## src/design/pcs_pkg.sv

```systemverilog
// shared types, constants and microprogram of the pid controller step block
package pcs_pkg;

  localparam int INPUT_BITS_DEF = 16;
  localparam int GAIN_W         = 16;
  localparam int LIMIT_W        = 30;
  localparam int WORD_W         = 32;
  localparam int CFG_IDX_W      = 3;
  localparam int CFG_DATA_W     = 32;
  localparam int UPC_W          = 3;
  localparam int ISHIFT         = 3;

  localparam logic [CFG_IDX_W-1:0] REG_P_GAIN  = 3'd0;
  localparam logic [CFG_IDX_W-1:0] REG_I_GAIN  = 3'd1;
  localparam logic [CFG_IDX_W-1:0] REG_D_GAIN  = 3'd2;
  localparam logic [CFG_IDX_W-1:0] REG_I_LIMIT = 3'd3;
  localparam logic [CFG_IDX_W-1:0] REG_OUT_MIN = 3'd4;
  localparam logic [CFG_IDX_W-1:0] REG_OUT_MAX = 3'd5;

  localparam logic [LIMIT_W-1:0] I_LIMIT_RST = 30'd1048575;
  localparam logic [WORD_W-1:0]  OUT_MIN_RST = 32'h8000_0000;
  localparam logic [WORD_W-1:0]  OUT_MAX_RST = 32'h7fff_ffff;

  typedef enum logic [2:0] {
    OP_LOAD  = 3'd0,
    OP_MUL_I = 3'd1,
    OP_ITERM = 3'd2,
    OP_MUL_D = 3'd3,
    OP_DTERM = 3'd4,
    OP_MUL_P = 3'd5,
    OP_CLAMP = 3'd6
  } op_t;

  typedef enum logic [1:0] {
    COND_NEXT     = 2'd0,
    COND_ALWAYS   = 2'd1,
    COND_NO_IN    = 2'd2,
    COND_OUT_BUSY = 2'd3
  } cond_t;

  typedef struct packed {
    op_t              op;
    cond_t            cond;
    logic [UPC_W-1:0] target;
  } uword_t;

  typedef struct packed {
    op_t  op;
    logic go;
  } ctrl_t;

  typedef struct packed {
    logic in_valid;
    logic out_busy;
  } stat_t;

  function automatic uword_t rom_word(input logic [UPC_W-1:0] addr);
    uword_t w;
    unique case (addr)
      3'd0:    w = '{op: OP_LOAD,  cond: COND_NO_IN,    target: 3'd0};
      3'd1:    w = '{op: OP_MUL_I, cond: COND_NEXT,     target: 3'd0};
      3'd2:    w = '{op: OP_ITERM, cond: COND_NEXT,     target: 3'd0};
      3'd3:    w = '{op: OP_MUL_D, cond: COND_NEXT,     target: 3'd0};
      3'd4:    w = '{op: OP_DTERM, cond: COND_NEXT,     target: 3'd0};
      3'd5:    w = '{op: OP_MUL_P, cond: COND_NEXT,     target: 3'd0};
      3'd6:    w = '{op: OP_CLAMP, cond: COND_OUT_BUSY, target: 3'd6};
      default: w = '{op: OP_LOAD,  cond: COND_ALWAYS,   target: 3'd0};
    endcase
    return w;
  endfunction

endpackage

```

## src/design/pcs_intf.sv

```systemverilog
// channel interfaces: sample beats, result beats and register writes
interface pcs_sample_if #(
  parameter int W = pcs_pkg::INPUT_BITS_DEF
);
  logic                valid;
  logic                ready;
  logic signed [W-1:0] target;
  logic signed [W-1:0] measured;

  modport source (output valid, output target, output measured, input ready);
  modport sink   (input valid, input target, input measured, output ready);
endinterface

interface pcs_result_if;
  logic                               valid;
  logic                               ready;
  logic signed [pcs_pkg::WORD_W-1:0]  drive;

  modport source (output valid, output drive, input ready);
  modport sink   (input valid, input drive, output ready);
endinterface

interface pcs_cfg_if;
  logic                              valid;
  logic                              ready;
  logic [pcs_pkg::CFG_IDX_W-1:0]     index;
  logic [pcs_pkg::CFG_DATA_W-1:0]    data;

  modport source (output valid, output index, output data, input ready);
  modport sink   (input valid, input index, input data, output ready);
endinterface

```

## src/design/pid_controller_step.sv

```systemverilog
// top level: integer pid controller, one drive beat per sample beat
//
//  channel  dir  beat contents
//  sample   in   target, measured (INPUT_BITS each, signed)
//  result   out  drive (32 bit signed)
//  cfg      in   index (3 bit), data (32 bit); always ready
//
// each sample passes through one load step and six microcode steps; three of
// them (integral, derivative, proportional) share one 16 x 32 multiplier.
// sample is ready only at the load step; the final step holds while the
// output register still has a beat not taken, so a stall stretches the item.
// reset clears the step counter, the accumulator, the prior error and the
// registers to their reset values; no clearing pass is needed.
module pid_controller_step #(
  parameter int INPUT_BITS = pcs_pkg::INPUT_BITS_DEF
) (
  input  logic          clk,
  input  logic          rst,
  pcs_sample_if.sink    sample,
  pcs_result_if.source  result,
  pcs_cfg_if.sink       cfg
);
  import pcs_pkg::*;

  localparam int EW = INPUT_BITS + 1;

  logic [GAIN_W-1:0]        p_gain;
  logic [GAIN_W-1:0]        i_gain;
  logic [GAIN_W-1:0]        d_gain;
  logic [LIMIT_W-1:0]       i_limit;
  logic signed [WORD_W-1:0] out_min;
  logic signed [WORD_W-1:0] out_max;

  logic signed [WORD_W-1:0] error_sum;
  logic signed [EW-1:0]     prior_error;
  logic signed [EW-1:0]     err;
  logic [WORD_W-1:0]        prod;
  logic [WORD_W-1:0]        sum;
  logic signed [WORD_W-1:0] drive;
  logic                     out_full;

  ctrl_t ctrl;
  stat_t stat;

  logic signed [EW-1:0]         err_new;
  logic [WORD_W-1:0]            err_ext;
  logic signed [EW:0]           diff;
  logic [WORD_W-1:0]            diff_ext;
  logic signed [WORD_W:0]       acc;
  logic signed [WORD_W:0]       lim;
  logic signed [WORD_W-1:0]     acc_clamped;
  logic [GAIN_W-1:0]            mul_a;
  logic [WORD_W-1:0]            mul_b;
  logic [GAIN_W+WORD_W-1:0]     mul_full;
  logic signed [WORD_W-1:0]     iterm;
  logic signed [WORD_W-1:0]     drive_clamped;

  pcs_useq u_useq (
    .clk  (clk),
    .rst  (rst),
    .stat (stat),
    .ctrl (ctrl)
  );

  assign stat.in_valid = sample.valid;
  assign stat.out_busy = out_full && !result.ready;

  assign sample.ready = (ctrl.op == OP_LOAD);
  assign cfg.ready    = 1'b1;
  assign result.valid = out_full;
  assign result.drive = drive;

  // register writes
  always_ff @(posedge clk) begin
    if (rst) begin
      p_gain  <= '0;
      i_gain  <= '0;
      d_gain  <= '0;
      i_limit <= I_LIMIT_RST;
      out_min <= OUT_MIN_RST;
      out_max <= OUT_MAX_RST;
    end else if (cfg.valid) begin
      case (cfg.index)
        REG_P_GAIN:  p_gain  <= cfg.data[GAIN_W-1:0];
        REG_I_GAIN:  i_gain  <= cfg.data[GAIN_W-1:0];
        REG_D_GAIN:  d_gain  <= cfg.data[GAIN_W-1:0];
        REG_I_LIMIT: i_limit <= cfg.data[LIMIT_W-1:0];
        REG_OUT_MIN: out_min <= cfg.data;
        REG_OUT_MAX: out_max <= cfg.data;
        default: ;
      endcase
    end
  end

  // datapath operands
  assign err_new  = EW'(sample.target) - EW'(sample.measured);
  assign err_ext  = WORD_W'(err);
  assign diff     = (EW+1)'(err) - (EW+1)'(prior_error);
  assign diff_ext = WORD_W'(diff);

  assign acc = (WORD_W+1)'(error_sum) + (WORD_W+1)'(err);
  assign lim = (WORD_W+1)'({1'b0, i_limit});

  always_comb begin
    if (acc > lim) begin
      acc_clamped = WORD_W'(lim);
    end else if (acc < -lim) begin
      acc_clamped = WORD_W'(-lim);
    end else begin
      acc_clamped = WORD_W'(acc);
    end
  end

  always_comb begin
    unique case (ctrl.op)
      OP_MUL_I: begin
        mul_a = i_gain;
        mul_b = err_ext + error_sum;
      end
      OP_MUL_D: begin
        mul_a = d_gain;
        mul_b = diff_ext;
      end
      default: begin
        mul_a = p_gain;
        mul_b = sum;
      end
    endcase
  end

  assign mul_full = mul_a * mul_b;
  assign iterm    = $signed(prod) >>> ISHIFT;

  // out_max is tested first
  always_comb begin
    if ($signed(prod) > out_max) begin
      drive_clamped = out_max;
    end else if ($signed(prod) < out_min) begin
      drive_clamped = out_min;
    end else begin
      drive_clamped = $signed(prod);
    end
  end

  always_ff @(posedge clk) begin
    if (rst) begin
      error_sum   <= '0;
      prior_error <= '0;
    end else if (ctrl.go) begin
      unique case (ctrl.op)
        OP_ITERM: error_sum   <= acc_clamped;
        OP_MUL_D: prior_error <= err;
        default: ;
      endcase
    end
  end

  always_ff @(posedge clk) begin
    if (ctrl.go) begin
      unique case (ctrl.op)
        OP_LOAD:  err   <= err_new;
        OP_MUL_I: prod  <= mul_full[WORD_W-1:0];
        OP_ITERM: sum   <= err_ext + iterm;
        OP_MUL_D: prod  <= mul_full[WORD_W-1:0];
        OP_DTERM: sum   <= sum + prod;
        OP_MUL_P: prod  <= mul_full[WORD_W-1:0];
        OP_CLAMP: drive <= drive_clamped;
        default: ;
      endcase
    end
  end

  // output register
  always_ff @(posedge clk) begin
    if (rst) begin
      out_full <= 1'b0;
    end else if (ctrl.go && ctrl.op == OP_CLAMP) begin
      out_full <= 1'b1;
    end else if (result.ready) begin
      out_full <= 1'b0;
    end
  end

endmodule

```

## src/design/pcs_useq.sv

```systemverilog
// micro-sequencer: step counter, program rom and conditional jumps
module pcs_useq (
  input  logic            clk,
  input  logic            rst,
  input  pcs_pkg::stat_t  stat,
  output pcs_pkg::ctrl_t  ctrl
);
  import pcs_pkg::*;

  logic [UPC_W-1:0] upc;
  logic [UPC_W-1:0] upc_next;
  uword_t           cw;
  logic             jump;

  assign cw = rom_word(upc);

  always_comb begin
    unique case (cw.cond)
      COND_NEXT:     jump = 1'b0;
      COND_ALWAYS:   jump = 1'b1;
      COND_NO_IN:    jump = !stat.in_valid;
      COND_OUT_BUSY: jump = stat.out_busy;
      default:       jump = 1'b0;
    endcase
  end

  // the last step returns to the start once its beat is written
  always_comb begin
    if (jump) begin
      upc_next = cw.target;
    end else if (cw.op == OP_CLAMP) begin
      upc_next = '0;
    end else begin
      upc_next = upc + 1'b1;
    end
  end

  assign ctrl.op = cw.op;
  assign ctrl.go = !jump;

  always_ff @(posedge clk) begin
    if (rst) begin
      upc <= '0;
    end else begin
      upc <= upc_next;
    end
  end

endmodule

```

## src/flat_wrapper.sv

```systemverilog
// flat-port wrapper written by rule: the top's interface ports become plain ports
module pid_controller_step_flat import pcs_pkg::*;
#(
  parameter int INPUT_BITS = pcs_pkg::INPUT_BITS_DEF
)
  (clk, rst, sample_valid, sample_target, sample_measured, sample_ready, result_valid, result_drive, result_ready, cfg_valid, cfg_index, cfg_data, cfg_ready);
  pcs_sample_if #(.W(INPUT_BITS_DEF)) sample_i ();
  pcs_result_if result_i ();
  pcs_cfg_if cfg_i ();
  input  logic clk;
  input  logic rst;
  input wire logic [$bits(sample_i.valid)-1:0] sample_valid;
  input wire logic [$bits(sample_i.target)-1:0] sample_target;
  input wire logic [$bits(sample_i.measured)-1:0] sample_measured;
  output wire logic [$bits(sample_i.ready)-1:0] sample_ready;
  output wire logic [$bits(result_i.valid)-1:0] result_valid;
  output wire logic [$bits(result_i.drive)-1:0] result_drive;
  input wire logic [$bits(result_i.ready)-1:0] result_ready;
  input wire logic [$bits(cfg_i.valid)-1:0] cfg_valid;
  input wire logic [$bits(cfg_i.index)-1:0] cfg_index;
  input wire logic [$bits(cfg_i.data)-1:0] cfg_data;
  output wire logic [$bits(cfg_i.ready)-1:0] cfg_ready;
  assign sample_i.valid = sample_valid;
  assign sample_i.target = sample_target;
  assign sample_i.measured = sample_measured;
  assign sample_ready = sample_i.ready;
  assign result_valid = result_i.valid;
  assign result_drive = result_i.drive;
  assign result_i.ready = result_ready;
  assign cfg_i.valid = cfg_valid;
  assign cfg_i.index = cfg_index;
  assign cfg_i.data = cfg_data;
  assign cfg_ready = cfg_i.ready;
  pid_controller_step #(.INPUT_BITS(INPUT_BITS)) u_core (.clk(clk), .rst(rst), .sample(sample_i), .result(result_i), .cfg(cfg_i));
endmodule
```

## config.mk

```make
export PLATFORM = sky130hd
export DESIGN_NAME = pid_controller_step_flat
export DESIGN_NICKNAME = d
export VERILOG_FILES = /design/src/design/pcs_pkg.sv /design/src/design/pcs_intf.sv /design/src/design/pid_controller_step.sv /design/src/design/pcs_useq.sv /design/src/flat_wrapper.sv
export SDC_FILE = /design/constraint.sdc
export NUM_CORES = 2
export LEC_CHECK = 0
export ABC_AREA = 0
export BUFFER_PORTS_ARGS = -buffer_cell sky130_fd_sc_hd__buf_4
export CORE_ASPECT_RATIO = 1.25
export CORE_MARGIN = 4
export CORE_UTILIZATION = 35
export CTS_CLUSTER_DIAMETER = 100
export DETAILED_ROUTE_END_ITERATION = 7
export GPL_TIMING_DRIVEN = 0
export MAX_ROUTING_LAYER = met4
export SYNTH_ARGS = -nofsm -noshare
export SYNTH_HDL_FRONTEND = slang
export SYNTH_SLANG_ARGS = --single-unit
export TNS_END_PERCENT = 1
```

## constraint.sdc

```tcl
create_clock -name clk -period 13.2 [get_ports clk]
set_clock_uncertainty 0.15 [all_clocks]
set_input_delay 1.98 -clock clk [delete_from_list [all_inputs] [get_ports clk]]
set_output_delay 1.98 -clock clk [all_outputs]
set_load 0.01 [all_outputs]
```

Word level (Yosys, flattened, before mapping). Index checks and enable logic that the tools add are counted.

Add/subtract/negate cells: 8. Multiply operators: 1. Div/mod/pow operators: 0. Order comparisons: 4. Equal/unequal tests: 20. Shift operators: 0. Muxes and demuxes: 13. Bitwise logic cells: 1. Reduce and logical (&&, ||, !) cells: 24.

Operator list (number): 32-bit 2-to-1 mux (4); 32-bit case mux with 2 select lines (2); 32-bit adder (2); 8-bit case mux with 7 select lines (1); 32-bit by 17-bit adder with 33-bit output (1); 33-bit by 31-bit > comparator with 1-bit output (1); 33-bit less-than comparator (1); 30-bit negator with 33-bit output (1); 32-bit > comparator (1); 32-bit less-than comparator (1); 16-bit by 32-bit multiplier with 32-bit output (1); 16-bit case mux with 2 select lines (1); 17-bit by 29-bit adder with 30-bit output (1); 3-bit == test, second input constant (8); 2-bit AND reduction (12); 3-bit by 2-bit == test with 1-bit output, second input constant (6); 17-bit by 17-bit subtractor with 18-bit output (1); 16-bit by 16-bit subtractor with 17-bit output (1); 3-bit by 1-bit == test with 1-bit output, second input constant (3); 3-bit logical NOT (3); 3-bit 2-to-1 mux (2); 2-bit == test, second input constant (2); 1-bit case mux with 4 select lines (1); 2-bit nonzero test (2); 8 further kinds (12).

Register bits: 308. Latch bits: 0. Bits in writable memories: 0. ROM bits: 0. Input bits: 72. Output and inout port bits: 35. Logic and storage cells: 85. Memories kept: 0.

Depth between registers and ports, before layout.
Depth in word-level cells: 7. Mapped depth: 39. Depth with buffers taken out: 39.

By module. Synthesis repeated with hierarchy kept, for this count alone.

Cells, all modules: 4050. Area, all modules: 33597.2 um^2.

By module, submodules not included: pid_controller_step (instances 1, cells an instance 4015, area an instance 33308.2 um^2, seq. area each 7236.9 um^2); pcs_useq (instances 1, cells an instance 35, area an instance 289.0 um^2, seq. area each 60.1 um^2).

Least setup slack after synthesis. OpenSTA, ideal clock, no wires.

Path type: reg2reg. Start point: register u_core.u_useq.upc[2]. End point: register u_core.prod[30], data pin. Library setup time: 0.258 ns. Arrival: 8.765 ns. Data required time: 12.792 ns. Slack: 4.027 ns. Stages on the path, launching flop included: 38. Path buffers: 8. Period minus slack after synthesis: 9.173 ns. Cell sequence: dfxtp_1 clkbuf_1 inv_1 nand2_1 clkbuf_1 buf_1 clkbuf_1 buf_1 clkbuf_1 buf_1 buf_1 o21a_1 nor2_1 fa_1 inv_1 fa_1 inv_1 fa_1 [... 2 more ...] inv_1 fa_1 inv_1 ha_1 a21o_1 a21o_1 a21o_1 a21o_1 a21oi_1 o21a_1 a311o_1 a21oi_1 nor4_1 nor3_1 a211o_1 a21o_1 a21oi_1 xnor2_1.

Word-level cells in the longest chain between the ends: 5. Elaborated cells on any way between the ends: 13. Classes of those cells: mul: 1; eq/ne: 8; mux: 3; reduce/logical: 1.

RTL lines: start, declared (line pcs_useq.sv:10) `logic [UPC_W-1:0] upc;`; start signal, assigned (line pcs_useq.sv:45) `upc <= upc_next;`; 3-bit == test (tied with other cells) (line pcs_pkg.sv:59) `unique case (addr)`; 8-bit case mux with 7 select lines * (line pcs_pkg.sv:59); 3-bit by 2-bit == test with 1-bit output or 3-bit by 1-bit == test with 1-bit output (tied branches) (line pid_controller_step.sv:115) `unique case (ctrl.op)`; 16-bit case mux with 2 select lines or 32-bit case mux with 2 select lines (tied branches) (line pid_controller_step.sv:115); 16-bit by 32-bit multiplier with 32-bit output * (line pid_controller_step.sv:131) `assign mul_full = mul_a * mul_b;`; net u_core.mul_full[30] (line pid_controller_step.sv:54) `logic [GAIN_W+WORD_W-1:0] mul_full;`; end signal, assigned (line pid_controller_step.sv:162) `OP_MUL_I: prod <= mul_full[WORD_W-1:0];`; end signal, assigned (line pid_controller_step.sv:164) `OP_MUL_D: prod <= mul_full[WORD_W-1:0];`; end signal, assigned (line pid_controller_step.sv:166) `OP_MUL_P: prod <= mul_full[WORD_W-1:0];`; end, declared (line pid_controller_step.sv:37) `logic [WORD_W-1:0] prod;`.

Mark *: on every way through the listed nets, which the timed path passes. The rest lies on a longest branch. A chain may end at the register's enable or synchronous reset.

Worst setup path in the final report.
Start point: register u_core.u_useq.upc[2]. End point: register u_core.prod[31], data pin.

The elaborated chain is that of the path after synthesis.

==> impl_metrics.tcl <==
set metrics [dict create \
    globalplace.congestion 0.9762 \
    synth_top_area_frac 0.1840 \
    initial_core_util 0.3543 \
    fin_crit_ns 12.38 \
    fillerInstances 9886 \
    cts_buffers 39 \
    rsz0062_at_grt "no" \
    worstPathRequired_ns 13.35 \
    synth_top_area_cell "fa_1" \
    antenna_found_initial 0 \
    die_area_um2 101100 \
    multi_input_area_um2 23780 \
    htreeDepth 2 \
    cts_post_setup_buffers_inserted 0 \
    grt_usage 0.2481 \
    worstSkewPairLatency_ns 0.58 \
    core-area_um2 94910 \
    hpwl_um 101600 \
    drtIter0Drc 2244 \
    max_freq_mhz 80.76 \
    fin_crit_sh 0.9381 \
    wl_per_cell_um 22.46 \
    ys_ff_latch 308 \
    cpPeakStageDelay_ns 0.66 \
    crit_path_end "u_core.prod[31]" \
    worst_slew_pin_slew_ns 1.393 \
    hold_buffers 0 \
    syn-num-nets 4763 \
    final_common_cell "nand2_1" \
    cts_tree "yes" \
    grt_pass1_vias 29220 \
    slew_headroom 0.06513 \
    vias_per_cell 5.405 \
    path_delay_family "buffers and inverters" \
    clk_pin_slew_ns 0.06 \
    root_buffer "clkbuf_16" \
    vias 29850 \
    layout_common_cells "720 x nand2_1, 538 x inv_1, 321 x ha_1, 309 x fa_1, 305 x a21oi_1" \
    drt-total-wl_um 124000 \
    synthTopCellsByArea "fa_1 18%, ha_1 12%, dfxtp_1 12%" \
    cp.arrival_ns 12.54 \
    swShare 0.4525 \
    area_growth_pct 11.28 \
    fin_setup_tns_ns 0 \
    grt_pass1_wl_um 183900 \
    remaining_drc_errors 0 \
    synthCells 4061 \
    chipWidth_um 285.2 \
    rrSetupSlack_ns 0.82 \
    cp-start-kind "flop" \
    synth_cell_types 87 \
    r2r-start "u_core.u_useq.upc[2]" \
    timing.rr.end "u_core.prod[31]" \
    die_h_um 354.5 \
    crit_start "u_core.u_useq.upc[2]" \
    yosys_warnings 0 \
    drv_slew 0 \
    synth_edf_count 113 \
    finalHoldViolCount 0 \
    fin_total_pwr_mw 4.765 \
    placedInstanceArea_um2 36160 \
    syn_avg_cell_area_um2 8.280 \
    io_buffers 104 \
    grt.overflow.total 0 \
    clock_sinks 308 \
    final_nets 4914 \
    crit_buf_inv 13 \
    criticalPathCategory "reg2reg" \
    async_flop_share 0 \
    seq_area_frac_synth 0.2170 \
    power.leakage_nw 16.42 \
    internal-power_mw 2.609 \
    r2r_cells 34 \
    utilization 0.3943 \
    drive_gt1_frac 0.05046 \
    p_comb_frac 0.508 \
    pin_count 107 \
    power_frac_seq 0.266 \
    ir_drop_mv 0.07750 \
    register_area_um2 7297 \
    p_per_area_nw_per_um2 127.4 \
    p_switching_mw 2.156 \
    hp-class "reg2reg" \
    grt_max_degree 24 \
    cap_violations 0 \
    hold_slack_ns 0.3055 \
    path_common_cell "fa_1" \
    critical_path.max_fanout 10 \
    cp_slowest_cell "buf_1" \
    critPathCaptureType "flop" \
    drt_first_pass_iters 6 \
    ctsResizeCount 0 \
    setup_viol 0 \
    clock_power_share 0.226 \
    postLayoutCellArea_um2 37420 \
    status "complete, no violations" \
    antenna_left 0 \
    cp.depth 34 \
    synthFlopType "dfxtp_1" \
    syn_area_um2 33620 \
    cts_buffer_depth 3 \
    num_rows 126 \
]
-- logic make-up after synthesis --
kind of cell | count (synthesis) | synth area share
simple gates | 1378 | 0.1840
other cells | 1 | 0.0001115
compound gates | 817 | 0.1514
buf+inv | 687 | 0.07699
flops | 308 | 0.2170
fa+ha+maj | 630 | 0.3034
xor+xnor | 157 | 0.04212
mux | 83 | 0.02493
-- metrics by stage --
stage               cells  setup WS, ns
floorplan            4061         4.027
global placement     5445       0.04150
detailed placement   5451         1.083
CTS                  5521        0.9844
global route         5521        0.3528
finish               5522        0.8175
-- worst reg2reg max path, delay by kind of cell (launching register included) --
family / cells / cell delay [ns]
buffers and inverters: 13 / 4.72
and+or+nand+nor: 4 / 0.79
AOI/OAI and AO/OA: 8 / 2.25
adders and majority gates: 7 / 3.48
DFF: 1 / 0.33
xor gates and xnor gates: 2 / 0.42
-- sequential cells by signal, indices dropped and copies added, names as in the netlist --
signal	flops
u_core.d_gain	16
u_core.prior_error	17
u_core.result.drive	32
u_core.u_useq.upc	3
u_core.err	17
u_core.prod	32
u_core.out_max	32
u_core.i_gain	16
u_core.p_gain	16
u_core.result.valid	1
u_core.out_min	32
u_core.sum	32
u_core.i_limit	30
u_core.error_sum	32
-- final cells by class --
| class | count | area share |
|---|---|---|
| Sequential cell | 308 | 0.1950 |
| Clock inverter | 22 | 0.004581 |
| Clock buffer | 48 | 0.02893 |
| Buffer | 149 | 0.01521 |
| Tap cell | 1280 | 0.04280 |
| Antenna cell | 1 | 0.00006688 |
| Inverter | 538 | 0.05397 |
| Timing Repair Buffer | 110 | 0.02401 |
| Multi-Input combinational cell | 3066 | 0.6354 |
-- power groups by stage --
stage | clock, mW | combinational [mW] | sequential [mW]
2_1_floorplan | 0 | 1.64 | 1.18
3_3_place_gp | 0 | 2.34 | 1.29
3_5_place_dp | 0 | 2.38 | 1.28
4_1_cts | 1.09 | 2.40 | 1.26
5_1_grt | 1.13 | 2.66 | 1.26
6_report | 1.08 | 2.42 | 1.27
-- cells in the mapped netlist, drive strengths merged, types with 4 or more instances --
library cell,number
nand2,720
inv,538
ha,321
fa,309
a21oi,307
nor2,285
dfxtp,195
o21ai,149
clkbuf,129
xnor2,117
edfxtp,113
a21o,96
mux2i,77
o21a,57
nand2b,56
nand3b,56
nor2b,44
nand3,43
nor3,37
xor2,37
nand4,31
o211ai,31
a22oi,28
or3,27
and2,22
a21boi,21
buf,20
a211oi,19
and3,18
o31ai,16
a31oi,13
o21bai,10
or2,10
a22o,9
a211o,8
a221oi,8
nor4,7
mux2,6
o311ai,6
a31o,5
nor3b,5
o2111ai,5
or3b,4
or4,4
-- how the worst min path moves through the flow --
stage	cells past startpoint	from	end
2_1_floorplan	2	u_core.error_sum[30]	u_core.error_sum[30]
3_3_place_gp	2	u_core.d_gain[5]	u_core.d_gain[5]
3_5_place_dp	2	u_core.d_gain[14]	u_core.d_gain[14]
4_1_cts	2	u_core.d_gain[14]	u_core.d_gain[14]
5_1_grt	2	u_core.prior_error[2]	u_core.prior_error[2]
6_report	2	u_core.d_gain[3]	u_core.d_gain[3]
-- metal layers --
| layer | routed length (um) | vias up | track usage |
|---|---|---|---|
| met5 | 0 | - | - |
| met1 | 48410 | 14530 | 0.2914 |
| met4 | 10830 | 0 | 0.1712 |
| met3 | 8157 | 343 | 0.03231 |
| met2 | 56620 | 1184 | 0.3957 |
| li1 | - | 13790 | - |
Power figures use the tool's default switching activity.
